[src/hdl/fh64_pkg.sv]
// Package for the fasthash64 core: hash constants, controller encodings and
// the command/status structs shared by the controller and the datapath.
// No dependencies.
package fh64_pkg;

    // Word width and hash constants.
    localparam int          WORD_W       = 64;
    localparam int          LEN_IN_W     = 32;
    localparam int          LEN_BITS_DEF = 32;
    localparam logic [63:0] MUL_M        = 64'h8803_55f2_1e6d_1965;
    localparam logic [63:0] MUL_MIX      = 64'h2127_599b_f432_5c37;
    localparam int          SHIFT_PRE    = 23;
    localparam int          SHIFT_POST   = 47;

    // Controller states.
    typedef enum logic [2:0] {
        ST_IDLE,
        ST_START,
        ST_MUL,
        ST_POST,
        ST_TAIL
    } t_state;

    // Which 64-bit product is being formed.
    typedef enum logic [1:0] {
        JOB_LEN,
        JOB_WORD,
        JOB_HASH,
        JOB_FIN
    } t_job;

    // Pass of the shared 32x32 multiplier.
    typedef enum logic [1:0] {
        MUL_IDLE,
        MUL_LO,
        MUL_CROSS1,
        MUL_CROSS2
    } t_mul_ph;

    // Source loaded into the multiplier operand register.
    typedef enum logic [2:0] {
        OPA_HOLD,
        OPA_LEN,
        OPA_WPRE,
        OPA_FOLD,
        OPA_HPRE
    } t_opa_sel;

    // Constant multiplicand.
    typedef enum logic {
        B_M,
        B_MIX
    } t_b_sel;

    // Update of the running hash.
    typedef enum logic [1:0] {
        H_HOLD,
        H_SEED,
        H_PROD
    } t_hash_op;

    typedef struct packed {
        logic     capture;
        t_opa_sel opa_sel;
        t_mul_ph  mul_ph;
        t_b_sel   b_sel;
        t_hash_op hash_op;
        logic     out_load;
    } t_dp_cmd;

    typedef struct packed {
        logic first;
        logic last;
        logic nonzero;
    } t_dp_stat;

    // First half of the mix: x ^ (x >> 23).
    function automatic logic [63:0] mix_pre(input logic [63:0] x);
        return x ^ (x >> SHIFT_PRE);
    endfunction

    // Last half of the mix: x ^ (x >> 47).
    function automatic logic [63:0] mix_post(input logic [63:0] x);
        return x ^ (x >> SHIFT_POST);
    endfunction

endpackage

[src/hdl/fh64_in_if.sv]
// Request channel of the fasthash64 core: one message word per request.
// Depends on nothing.
interface fh64_in_if;
    logic        valid;
    logic        ready;
    logic [63:0] data_word;
    logic [3:0]  byte_count;
    logic        first_word;
    logic        last_word;
    logic [31:0] message_length;

    modport source (
        output valid, data_word, byte_count, first_word, last_word, message_length,
        input  ready
    );
    modport sink (
        input  valid, data_word, byte_count, first_word, last_word, message_length,
        output ready
    );
endinterface

[src/hdl/fh64_out_if.sv]
// Result channel of the fasthash64 core: one 64-bit hash per request with last_word set.
// Depends on nothing.
interface fh64_out_if;
    logic        valid;
    logic        ready;
    logic [63:0] hash_value;

    modport source (output valid, hash_value, input ready);
    modport sink   (input valid, hash_value, output ready);
endinterface

[src/hdl/fast_hash_64_core.sv]
// Top level of the fasthash64 core: controller plus datapath, channel interfaces
// and the seed configuration port.
// Depends on fh64_pkg, fh64_in_if, fh64_out_if, fh64_ctrl and fh64_datapath.
//
//   Channel   Direction  Content
//   i_in      in         data_word, byte_count, first_word, last_word, message_length
//   o_out     out        hash_value, one per request with last_word set
//   cfg       in         hash_seed written when i_cfg_we is high
//
// Each request needs one 64-bit multiply for a first word, two for a word with
// bytes and one for a last word. Each 64-bit product takes three passes through
// one 32x32 multiplier.
// Reset is synchronous; it clears the seed and the running hash.
// A new request is taken while a result waits in the output register; a last word
// stalls only when the previous result has not been taken.
module fast_hash_64_core
    import fh64_pkg::*;
#(
    parameter int LEN_BITS = LEN_BITS_DEF
) (
    input  logic              i_clk,
    input  logic              i_rst_n,
    fh64_in_if.sink           i_in,
    fh64_out_if.source        o_out,
    input  logic              i_cfg_we,
    input  logic [WORD_W-1:0] i_cfg_wdata
);

    t_dp_cmd  w_cmd;
    t_dp_stat w_stat;

    // Sequencer.
    fh64_ctrl u_ctrl (
        .i_clk       (i_clk),
        .i_rst_n     (i_rst_n),
        .i_in_valid  (i_in.valid),
        .o_in_ready  (i_in.ready),
        .o_out_valid (o_out.valid),
        .i_out_ready (o_out.ready),
        .i_stat      (w_stat),
        .o_cmd       (w_cmd)
    );

    // Arithmetic and storage.
    fh64_datapath #(
        .LEN_BITS (LEN_BITS)
    ) u_dp (
        .i_clk            (i_clk),
        .i_rst_n          (i_rst_n),
        .i_cmd            (w_cmd),
        .o_stat           (w_stat),
        .i_cfg_we         (i_cfg_we),
        .i_cfg_wdata      (i_cfg_wdata),
        .i_data_word      (i_in.data_word),
        .i_byte_count     (i_in.byte_count),
        .i_first_word     (i_in.first_word),
        .i_last_word      (i_in.last_word),
        .i_message_length (i_in.message_length),
        .o_hash_value     (o_out.hash_value)
    );

`ifndef NO_ASSERTIONS
    // A result is never loaded over one that has not been taken.
    a_no_overwrite: assert property (@(posedge i_clk) disable iff (!i_rst_n)
        w_cmd.out_load |-> (!o_out.valid || o_out.ready))
        else $error("result register overwritten");

    // A loaded result is presented in the next cycle.
    a_load_shows: assert property (@(posedge i_clk) disable iff (!i_rst_n)
        w_cmd.out_load |=> o_out.valid)
        else $error("loaded result not presented");

    // The cross terms follow the low term in order.
    a_mul_order: assert property (@(posedge i_clk) disable iff (!i_rst_n)
        (w_cmd.mul_ph == MUL_CROSS1) |-> ($past(w_cmd.mul_ph) == MUL_LO))
        else $error("multiplier passes out of order");

    // No request is taken while a product is being formed.
    a_busy_mul: assert property (@(posedge i_clk) disable iff (!i_rst_n)
        (w_cmd.mul_ph != MUL_IDLE) |-> !i_in.ready)
        else $error("request taken during multiply");
`endif

endmodule

[src/hdl/fh64_datapath.sv]
// Datapath of the fasthash64 core: seed and hash registers, input capture,
// a shared 32x32 multiplier accumulating 64-bit products, and the result register.
// Depends on fh64_pkg.
module fh64_datapath
    import fh64_pkg::*;
#(
    parameter int LEN_BITS = LEN_BITS_DEF
) (
    input  logic                i_clk,
    input  logic                i_rst_n,
    input  t_dp_cmd             i_cmd,
    output t_dp_stat            o_stat,
    input  logic                i_cfg_we,
    input  logic [WORD_W-1:0]   i_cfg_wdata,
    input  logic [63:0]         i_data_word,
    input  logic [3:0]          i_byte_count,
    input  logic                i_first_word,
    input  logic                i_last_word,
    input  logic [LEN_IN_W-1:0] i_message_length,
    output logic [WORD_W-1:0]   o_hash_value
);

    // Only the low min(LEN_BITS, LEN_IN_W) bits of the length take part.
    localparam int LEN_W = (LEN_BITS < LEN_IN_W) ? LEN_BITS : LEN_IN_W;

    logic [WORD_W-1:0] r_seed;
    logic [WORD_W-1:0] r_hash;
    logic [WORD_W-1:0] r_wpre;
    logic [LEN_W-1:0]  r_len;
    logic              r_first;
    logic              r_last;
    logic              r_nz;
    logic [WORD_W-1:0] r_opa;
    logic [WORD_W-1:0] r_acc;
    logic [WORD_W-1:0] r_out_data;

    logic [WORD_W-1:0] w_masked;
    logic [WORD_W-1:0] w_b;
    logic [31:0]       w_ma;
    logic [31:0]       w_mb;
    logic [63:0]       w_prod;

    // Keep the bytes below the byte count; counts of eight or more keep all.
    always_comb begin
        for (int i = 0; i < 8; i++) begin
            w_masked[i*8 +: 8] = (4'(i) < i_byte_count) ? i_data_word[i*8 +: 8] : 8'h00;
        end
    end

    // Seed register, written from the configuration port.
    always_ff @(posedge i_clk) begin
        if (!i_rst_n) begin
            r_seed <= '0;
        end else if (i_cfg_we) begin
            r_seed <= i_cfg_wdata;
        end
    end

    // Capture of an accepted request.
    always_ff @(posedge i_clk) begin
        if (i_cmd.capture) begin
            r_wpre  <= mix_pre(w_masked);
            r_len   <= i_message_length[LEN_W-1:0];
            r_first <= i_first_word;
            r_last  <= i_last_word;
            r_nz    <= (i_byte_count != 4'd0);
        end
    end

    assign o_stat = '{first: r_first, last: r_last, nonzero: r_nz};

    // Multiplier operand register.
    always_ff @(posedge i_clk) begin
        case (i_cmd.opa_sel)
            OPA_LEN:  r_opa <= WORD_W'(r_len);
            OPA_WPRE: r_opa <= r_wpre;
            OPA_FOLD: r_opa <= r_hash ^ mix_post(r_acc);
            OPA_HPRE: r_opa <= mix_pre(r_hash);
            default:  r_opa <= r_opa;
        endcase
    end

    // One 32x32 product per cycle: low by low, then the two cross terms.
    assign w_b = (i_cmd.b_sel == B_MIX) ? MUL_MIX : MUL_M;

    always_comb begin
        case (i_cmd.mul_ph)
            MUL_CROSS1: begin
                w_ma = r_opa[31:0];
                w_mb = w_b[63:32];
            end
            MUL_CROSS2: begin
                w_ma = r_opa[63:32];
                w_mb = w_b[31:0];
            end
            default: begin
                w_ma = r_opa[31:0];
                w_mb = w_b[31:0];
            end
        endcase
    end

    assign w_prod = {32'd0, w_ma} * {32'd0, w_mb};

    // Accumulate the low 64 bits of the full product.
    always_ff @(posedge i_clk) begin
        case (i_cmd.mul_ph)
            MUL_LO:     r_acc <= w_prod;
            MUL_CROSS1: r_acc <= {r_acc[63:32] + w_prod[31:0], r_acc[31:0]};
            MUL_CROSS2: r_acc <= {r_acc[63:32] + w_prod[31:0], r_acc[31:0]};
            default:    r_acc <= r_acc;
        endcase
    end

    // Running hash.
    always_ff @(posedge i_clk) begin
        if (!i_rst_n) begin
            r_hash <= '0;
        end else begin
            case (i_cmd.hash_op)
                H_SEED:  r_hash <= r_seed ^ r_acc;
                H_PROD:  r_hash <= r_acc;
                default: r_hash <= r_hash;
            endcase
        end
    end

    // Result register.
    always_ff @(posedge i_clk) begin
        if (i_cmd.out_load) begin
            r_out_data <= mix_post(r_acc);
        end
    end

    assign o_hash_value = r_out_data;

endmodule

[src/hdl/fh64_ctrl.sv]
// Controller of the fasthash64 core: sequences the multiplies of one request
// and owns the handshake of both channels.
// Depends on fh64_pkg.
module fh64_ctrl
    import fh64_pkg::*;
(
    input  logic     i_clk,
    input  logic     i_rst_n,
    input  logic     i_in_valid,
    output logic     o_in_ready,
    output logic     o_out_valid,
    input  logic     i_out_ready,
    input  t_dp_stat i_stat,
    output t_dp_cmd  o_cmd
);

    t_state  r_state, n_state;
    t_job    r_job, n_job;
    t_mul_ph r_ph, n_ph;
    logic    r_out_valid, n_out_valid;

    // State registers.
    always_ff @(posedge i_clk) begin
        if (!i_rst_n) begin
            r_state     <= ST_IDLE;
            r_job       <= JOB_LEN;
            r_ph        <= MUL_IDLE;
            r_out_valid <= 1'b0;
        end else begin
            r_state     <= n_state;
            r_job       <= n_job;
            r_ph        <= n_ph;
            r_out_valid <= n_out_valid;
        end
    end

    // Next state and datapath commands.
    always_comb begin
        n_state = r_state;
        n_job   = r_job;
        n_ph    = r_ph;
        o_cmd   = '{
            capture:  1'b0,
            opa_sel:  OPA_HOLD,
            mul_ph:   MUL_IDLE,
            b_sel:    ((r_job == JOB_WORD) || (r_job == JOB_FIN)) ? B_MIX : B_M,
            hash_op:  H_HOLD,
            out_load: 1'b0
        };

        case (r_state)
            ST_IDLE: begin
                if (i_in_valid) begin
                    o_cmd.capture = 1'b1;
                    n_state       = ST_START;
                end
            end
            ST_START: begin
                if (i_stat.first) begin
                    o_cmd.opa_sel = OPA_LEN;
                    n_job         = JOB_LEN;
                    n_ph          = MUL_LO;
                    n_state       = ST_MUL;
                end else if (i_stat.nonzero) begin
                    o_cmd.opa_sel = OPA_WPRE;
                    n_job         = JOB_WORD;
                    n_ph          = MUL_LO;
                    n_state       = ST_MUL;
                end else begin
                    n_state = ST_TAIL;
                end
            end
            ST_MUL: begin
                o_cmd.mul_ph = r_ph;
                case (r_ph)
                    MUL_LO:     n_ph = MUL_CROSS1;
                    MUL_CROSS1: n_ph = MUL_CROSS2;
                    MUL_CROSS2: begin
                        n_ph    = MUL_IDLE;
                        n_state = ST_POST;
                    end
                    default:    n_ph = MUL_LO;
                endcase
            end
            ST_POST: begin
                case (r_job)
                    JOB_LEN: begin
                        o_cmd.hash_op = H_SEED;
                        if (i_stat.nonzero) begin
                            o_cmd.opa_sel = OPA_WPRE;
                            n_job         = JOB_WORD;
                            n_ph          = MUL_LO;
                            n_state       = ST_MUL;
                        end else begin
                            n_state = ST_TAIL;
                        end
                    end
                    JOB_WORD: begin
                        // Fold the mixed word into the hash on its way to the multiplier.
                        o_cmd.opa_sel = OPA_FOLD;
                        n_job         = JOB_HASH;
                        n_ph          = MUL_LO;
                        n_state       = ST_MUL;
                    end
                    JOB_HASH: begin
                        o_cmd.hash_op = H_PROD;
                        n_state       = ST_TAIL;
                    end
                    default: begin
                        // Final mix waits here until the result register is free.
                        if (!r_out_valid || i_out_ready) begin
                            o_cmd.out_load = 1'b1;
                            n_state        = ST_IDLE;
                        end
                    end
                endcase
            end
            ST_TAIL: begin
                if (i_stat.last) begin
                    o_cmd.opa_sel = OPA_HPRE;
                    n_job         = JOB_FIN;
                    n_ph          = MUL_LO;
                    n_state       = ST_MUL;
                end else begin
                    n_state = ST_IDLE;
                end
            end
            default: begin
                n_state = ST_IDLE;
            end
        endcase
    end

    // Result valid flag.
    always_comb begin
        if (o_cmd.out_load) begin
            n_out_valid = 1'b1;
        end else if (i_out_ready) begin
            n_out_valid = 1'b0;
        end else begin
            n_out_valid = r_out_valid;
        end
    end

    assign o_in_ready  = (r_state == ST_IDLE);
    assign o_out_valid = r_out_valid;

endmodule
[src/flat_wrapper.sv]
// flat-port wrapper written by rule: the top's interface ports become plain ports
module fast_hash_64_core_flat import fh64_pkg::*;
#(
    parameter int LEN_BITS = LEN_BITS_DEF
)
  (i_clk, i_rst_n, i_cfg_we, i_cfg_wdata, i_in_valid, i_in_data_word, i_in_byte_count, i_in_first_word, i_in_last_word, i_in_message_length, i_in_ready, o_out_valid, o_out_hash_value, o_out_ready);
  fh64_in_if i_in_i ();
  fh64_out_if o_out_i ();
  input  logic i_clk;
  input  logic i_rst_n;
  input  logic i_cfg_we;
  input  logic [WORD_W-1:0] i_cfg_wdata;
  input wire logic [$bits(i_in_i.valid)-1:0] i_in_valid;
  input wire logic [$bits(i_in_i.data_word)-1:0] i_in_data_word;
  input wire logic [$bits(i_in_i.byte_count)-1:0] i_in_byte_count;
  input wire logic [$bits(i_in_i.first_word)-1:0] i_in_first_word;
  input wire logic [$bits(i_in_i.last_word)-1:0] i_in_last_word;
  input wire logic [$bits(i_in_i.message_length)-1:0] i_in_message_length;
  output wire logic [$bits(i_in_i.ready)-1:0] i_in_ready;
  output wire logic [$bits(o_out_i.valid)-1:0] o_out_valid;
  output wire logic [$bits(o_out_i.hash_value)-1:0] o_out_hash_value;
  input wire logic [$bits(o_out_i.ready)-1:0] o_out_ready;
  assign i_in_i.valid = i_in_valid;
  assign i_in_i.data_word = i_in_data_word;
  assign i_in_i.byte_count = i_in_byte_count;
  assign i_in_i.first_word = i_in_first_word;
  assign i_in_i.last_word = i_in_last_word;
  assign i_in_i.message_length = i_in_message_length;
  assign i_in_ready = i_in_i.ready;
  assign o_out_valid = o_out_i.valid;
  assign o_out_hash_value = o_out_i.hash_value;
  assign o_out_i.ready = o_out_ready;
  fast_hash_64_core #(.LEN_BITS(LEN_BITS)) u_core (.i_clk(i_clk), .i_rst_n(i_rst_n), .i_in(i_in_i), .o_out(o_out_i), .i_cfg_we(i_cfg_we), .i_cfg_wdata(i_cfg_wdata));
endmodule
[config.mk]
export PLATFORM = sky130hd
export DESIGN_NAME = fast_hash_64_core_flat
export DESIGN_NICKNAME = d
export VERILOG_FILES = /design/src/hdl/fh64_pkg.sv /design/src/hdl/fh64_in_if.sv /design/src/hdl/fh64_out_if.sv /design/src/hdl/fast_hash_64_core.sv /design/src/hdl/fh64_datapath.sv /design/src/hdl/fh64_ctrl.sv /design/src/flat_wrapper.sv
export SDC_FILE = /design/constraint.sdc
export NUM_CORES = 2
export LEC_CHECK = 0
export BUFFER_PORTS_ARGS = -buffer_cell sky130_fd_sc_hd__buf_2
export CORE_ASPECT_RATIO = 0.7
export CORE_MARGIN = 3
export CORE_UTILIZATION = 55
export CTS_CLUSTER_DIAMETER = 30
export DETAILED_ROUTE_END_ITERATION = 16
export PLACE_DENSITY = 0.73
export REMOVE_ABC_BUFFERS = 1
export SYNTH_ARGS = -nofsm -noshare
export SYNTH_HDL_FRONTEND = slang
export SYNTH_SLANG_ARGS = --single-unit
export TNS_END_PERCENT = 50
[constraint.sdc]
create_clock -name i_clk -period 10.8 [get_ports i_clk]
set_clock_uncertainty 0.1 [all_clocks]
set_input_delay 1.08 -clock i_clk [delete_from_list [all_inputs] [get_ports i_clk]]
set_output_delay 1.08 -clock i_clk [all_outputs]
set_load 0.005 [all_outputs]
# == Word level (Yosys, flattened, before mapping) ==
# Cells that the tools add are included.
# W data, S select, Z words.
# totals
regBits,427
in_bits,171
output_inout_bits,66
word_cells,121
# op_classes
n_addsub,1
n_mul,1
order_cmp,8
n_eq_ne,24
mux,48
n_bitwise,6
n_reduce_logical,18
# op_table
op,n
$pmux W64 S2,2
$pmux W64 S4,1
$xor A64 B41 Y64,2
$xor A64 B64 Y64,2
$mul A32 B32 Y64,1
$mux W32,2
$mux W64,1
$mux W8,8
$xor A64 B17 Y64,1
$add A32 B32 Y32,1
$mux W3,7
$mux W2,10
$pmux W3 S3,2
$lt A3 B4 Y1 const A,4
$pmux W3 S5,1
$eq A2 B2 Y1 const B,7
$eq A3 B2 Y1 const B,4
$pmux W2 S2,3
$pmux W2 S3,2
$reduce_bool A4 Y1,3
$reduce_and A3 Y1,3
$eq A2 B1 Y1 const B,4
$lt A1 B4 Y1 const A,2
$lt A2 B4 Y1 const A,2
other kinds (18),31

# == Depth between registers and ports, before layout ==
# depth
ltp_word,8
mapped_depth,45

# == Modules after synthesis ==
# Synthesis repeated with hierarchy kept, for this count alone.
# unflattened
cells_unflattened,4976
hier_area_um2,49776.5
# by_module_without_submodules
mod,instances,cells_per_inst,area_each_um2,seq_area_each_um2
fh64_datapath,1,4893,49134.6,11300.8
fh64_ctrl,1,83,641.9,160.2

# == Least setup slack after synthesis ==
# OpenSTA, ideal clock, no wires.
# synth_path
path_type,reg2reg
start,register u_core.u_ctrl.r_state[0]
end,"register u_core.u_dp.r_acc[63], data pin"
setup_ns,0.267
arrival_time_ns,9.429
path_slack_ns,1.004
stages_incl_launch_ff,43
synth_period_minus_slack_ns,9.796
cell_sequence,dfxtp_1 -> nor2_1 -> nand2_1 -> nor2_1 -> buf_6 -> nand2_1 -> inv_1 -> clkbuf_1 -> clkbuf_1 -> ha_1 -> clkbuf_1 -> clkbuf_1 -> and2_1 -> fa_1 -> fa_1 -> fa_1 -> inv_1 -> fa_1 -> [7 not listed] -> ha_1 -> nand2_1 -> nor2_1 -> nand3_1 -> o311ai_1 -> xor2_1 -> ha_1 -> clkbuf_1 -> a21o_1 -> a21o_1 -> a21oi_1 -> o21ai_0 -> a21oi_1 -> o21ai_0 -> a21oi_1 -> xnor2_1 -> nand2_1 -> o21ai_1
# synth_via
elab_chain_cells,7
elab_cells_between_ends,11
cone_classes,add/sub: 1; mul: 1; eq/ne: 4; mux: 4; reduce/logical: 1
# synth_lines
element,line,source
from (decl),fh64_ctrl.sv:17,"t_state r_state, n_state;"
from (signal assigned),fh64_ctrl.sv:30,r_state <= n_state;
$eq A3 B2 Y1 *,fh64_ctrl.sv:51,case (r_state)
$mux W2 *,fh64_ctrl.sv:51,
$eq A2 B2 Y1,"fh64_datapath.sv:87, fh64_datapath.sv:107",
$mux W32,fh64_datapath.sv:87,case (i_cmd.mul_ph)
$mul A32 B32 Y64,fh64_datapath.sv:103,"assign w_prod = {32'd0, w_ma} * {32'd0, w_mb};"
$add A32 B32 Y32,"fh64_datapath.sv:109, fh64_datapath.sv:110",
$pmux W64 S2 *,fh64_datapath.sv:107,case (i_cmd.mul_ph)
to (signal assigned),fh64_datapath.sv:108,MUL_LO: r_acc <= w_prod;
to (signal assigned),fh64_datapath.sv:109,"MUL_CROSS1: r_acc <= {r_acc[63:32] + w_prod[31:0], r_acc[31:0]};"
to (signal assigned),fh64_datapath.sv:110,"MUL_CROSS2: r_acc <= {r_acc[63:32] + w_prod[31:0], r_acc[31:0]};"
to (decl),fh64_datapath.sv:34,logic [WORD_W-1:0] r_acc;
# Every way passes the cells marked *; elsewhere a longest branch is shown, timed or not. The select of a mux whose other input is x is not followed.
# A chain may end at the register's enable or synchronous reset.

# == Worst setup path in the final report ==
# layout_path
start,register u_core.u_ctrl.r_ph[1]
end,"register u_core.u_dp.r_acc[63], data pin"
# layout_via
elab_chain_cells,6
elab_cells_between_ends,10
cone_classes,add/sub: 1; mul: 1; eq/ne: 3; mux: 4; reduce/logical: 1
# layout_lines
element,line,source
from (decl),fh64_ctrl.sv:19,"t_mul_ph r_ph, n_ph;"
from (signal assigned),fh64_ctrl.sv:32,r_ph <= n_ph;
$mux W2 *,fh64_ctrl.sv:51,
$eq A2 B2 Y1,"fh64_datapath.sv:87, fh64_datapath.sv:107",
$mux W32,fh64_datapath.sv:87,
$mul A32 B32 Y64,fh64_datapath.sv:103,
$add A32 B32 Y32,"fh64_datapath.sv:109, fh64_datapath.sv:110",
$pmux W64 S2 *,fh64_datapath.sv:107,
# Marked as above.

==> results.md <==
* Status: completed
* Main synth FF type: edfxtp_1
* Layout cells sized above 1 at just under 10%
* Met2 Track Usage GR at 53.07%
* IO buf count at between 200 and 250
* Largest net degree at the start of global routing at 95
* Gp weighted congestion at 1.084
* Vias in the first global route at about 37k
* Via density at ~5.9
* DR iter-0 viols at around 4.4k
* Crit path kind: flip-flop to flip-flop
* HPWL after detailed placement at 151.3 mm
* Drt total wl at about 180 mm
* Util after Layout at around 60%
* Inst Count DP at 6211
* Gr usage total at 38.56%
* Minimum clock period at between 10000 and 15000 ps
* Via count at 37.17k
* Most frequent cells after synthesis: inv_1 (913), fa_1 (735), ha_1 (450), nand2_1 (325), edfxtp_1 (291)
* M1 GR Usage at 58.16%
* Crit path capture type: flip-flop
* Area leader, netlist: fa_1
* Clock latency on the worst-skew pair at just under 600 ps
* Post-synth EDFFs at 291
* CTS clk-pin slew, worst paths at ~70 ps
* Multi-input gate area at about 0.034 mm^2
* Max clock buf depth at 3
* Achievable clock frequency at 0.09522 GHz
* Critical-path maximum fanout at 11
* Async SR Flop Fraction at 0%
* Die Width at 364.1 um
* M3 GR Usage at between 10 and 15%
* HP Start: u_core.u_dp.r_seed[7]
* CTS Buf Count at 42
* Final period util at between 90% and 100%
* Register area share after synthesis at 23.21%
* Die span in y at between 200 and 300 um
* Pin slew with the least headroom to its limit at between 1000 and 1500 ps
* Fillers at ~7.5k
* Routed WL per cell at between 20 and 30 um
* Fin. Hold Viols at 0
* Register area at 0.01146 mm^2
* Busiest grt layer: met1
* Synth unique cells at 88
* RSZ-0062 raised after global routing: false
* Critical path's largest stage delay at approximately 560 ps
* DRT Pass-1 Iters at 6
* Synth area leaders: fa_1 (30%), edfxtp_1 (18%), ha_1 (11%)
* YS warnings at 0
* Root Driver: clkbuf_16
* Max Cap Violations at 0
* Origin of the critical flop-to-flop path: u_core.u_ctrl.r_ph[1]
* Worst path arrival time at 10710 ps
* Io pins at approximately 240
* Slew margin rel. at a little under a third
* Total gr overflow at 0
* Initial antenna violation count at 5
* Syn Inst Count at between 4k and 5k
* Sink Count at about 430
* Final nets at 6449
* Setup TNS at 0 ps
* FP Rows at 91
* ANT nets after route at 0
* Mapped Avg Cell Area at between 10 and 15 um^2
* Starting Density at a little under three fifths
* Tightest Hold Check Type: flip-flop to flip-flop
* First-pass GRT wire length at between 200 and 300 mm
* Pre-CTS setup slack at ~190 ps
* Total Die Area at 0.09346 mm^2
* Synthesized cell area at ~0.049 mm^2
* Non-filler cells, final at 6292
* DRC viols at 0
* Yosys reg bits at about 430
* Max stage delay cell, worst path: fa_1
* Core area at just under 0.09 mm^2
* Worst setup SP type: flip-flop
* Count leader, synth: inv_1
* Post-synth top area share at between 20% and 30%
* Final WS setup at 297.5 ps
* CTS tree: done
* Final Max Slew Viols at 0
* CP startpoint: u_core.u_ctrl.r_ph[1]
* H-Tree Depth at 2
* Synth-to-layout area growth at 8.760%
* Setup Viol. Count Final at 0
* Critical path data required time at between 10000 and 15000 ps
cell usage in the layout, fill, tap and decap left out, types with 136 or more instances in the layout:
cell,count
ha_1,448
xnor2_1,150
nand2_1,322
edfxtp_1,291
a21oi_1,139
o21ai_0,184
buf_2,234
inv_1,913
nor2_1,261
and2_1,201
dfxtp_1,136
fa_1,735
nor2b_1,156
state kept, by name, indices dropped and copies added (netlist names):
name and cells:
u_core.u_ctrl.o_out_valid 1, u_core.u_dp.r_len 32, u_core.u_ctrl.r_job 2, u_core.u_dp.r_first 1
u_core.u_dp.r_seed 64, u_core.u_dp.r_hash 64, u_core.u_dp.r_opa 64, u_core.u_dp.o_hash_value 64
u_core.u_dp.r_last 1, u_core.u_ctrl.r_ph 2, u_core.u_ctrl.r_state 3, u_core.u_dp.r_wpre 64
u_core.u_dp.r_nz 1, u_core.u_dp.r_acc 64
stage by stage:
step,hold WS [ps],cell area (um^2)
CTS,416.5,53660
global route,440.6,53690
finish,409.1,53700
floorplan,374.2,48590
detailed placement,397.2,52250
global placement,389.6,52250
cell families after synthesis:
kind of cell / share of synthesized area (%)
buffers and inverters: 8.570
XOR/XNOR: 4.488
adder cells (fa/ha/maj): 41.22
flip-flops: 23.21
AND/OR/NAND/NOR: 11.17
AO/OA/AOI/OAI: 9.176
multiplexers: 2.162
worst max-delay path: cells and delay by family, from the launching register on:
kind                     cells  cell delay, ps
AO/OA/AOI/OAI               10            2020
XOR/XNOR                     3             490
adder cells (fa/ha/maj)     10            4190
buffers and inverters        7            1170
flip-flops                   1             480
multiplexers                 1             350
AND/OR/NAND/NOR              7            1370
routing by layer:
layer  routed length, um  vias up
li1                    -    16120
met1               76770    18770
met2               72230     2050
met3               24240      224
met4                4175       10
met5                  67        -
repair_timing:
action                                 in CTS  in global routing
resized for setup                           0                  8
buffers inserted                            0                  0
setup endpoints to repair                   0                  9
hold buffers                                0                  0
endpoints found under the hold margin       0                  0
path summary, 6_finish.rpt:
check / endpoint / slack (ps) / cells after the start
hold / removal: u_core.u_dp.r_seed[7] / 410 / 2
setup reg to reg: u_core.u_dp.r_acc[63] / 300 / 38
hold reg to reg: u_core.u_dp.r_seed[7] / 410 / 2
setup / recovery: u_core.u_dp.r_acc[63] / 300 / 38
layout make-up:
type,count,area share (%)
clock buffer,50,2.032
timing repair buffer,360,3.989
clock inverter,28,0.5848
multi-input combinational,3344,62.91
antenna,3,0.01398
inverter,918,6.417
sequential,427,21.34
tap,1162,2.707
Power is not shown: default switching activity piles up to over one toggle a cycle in this logic, so the estimate is an artifact.
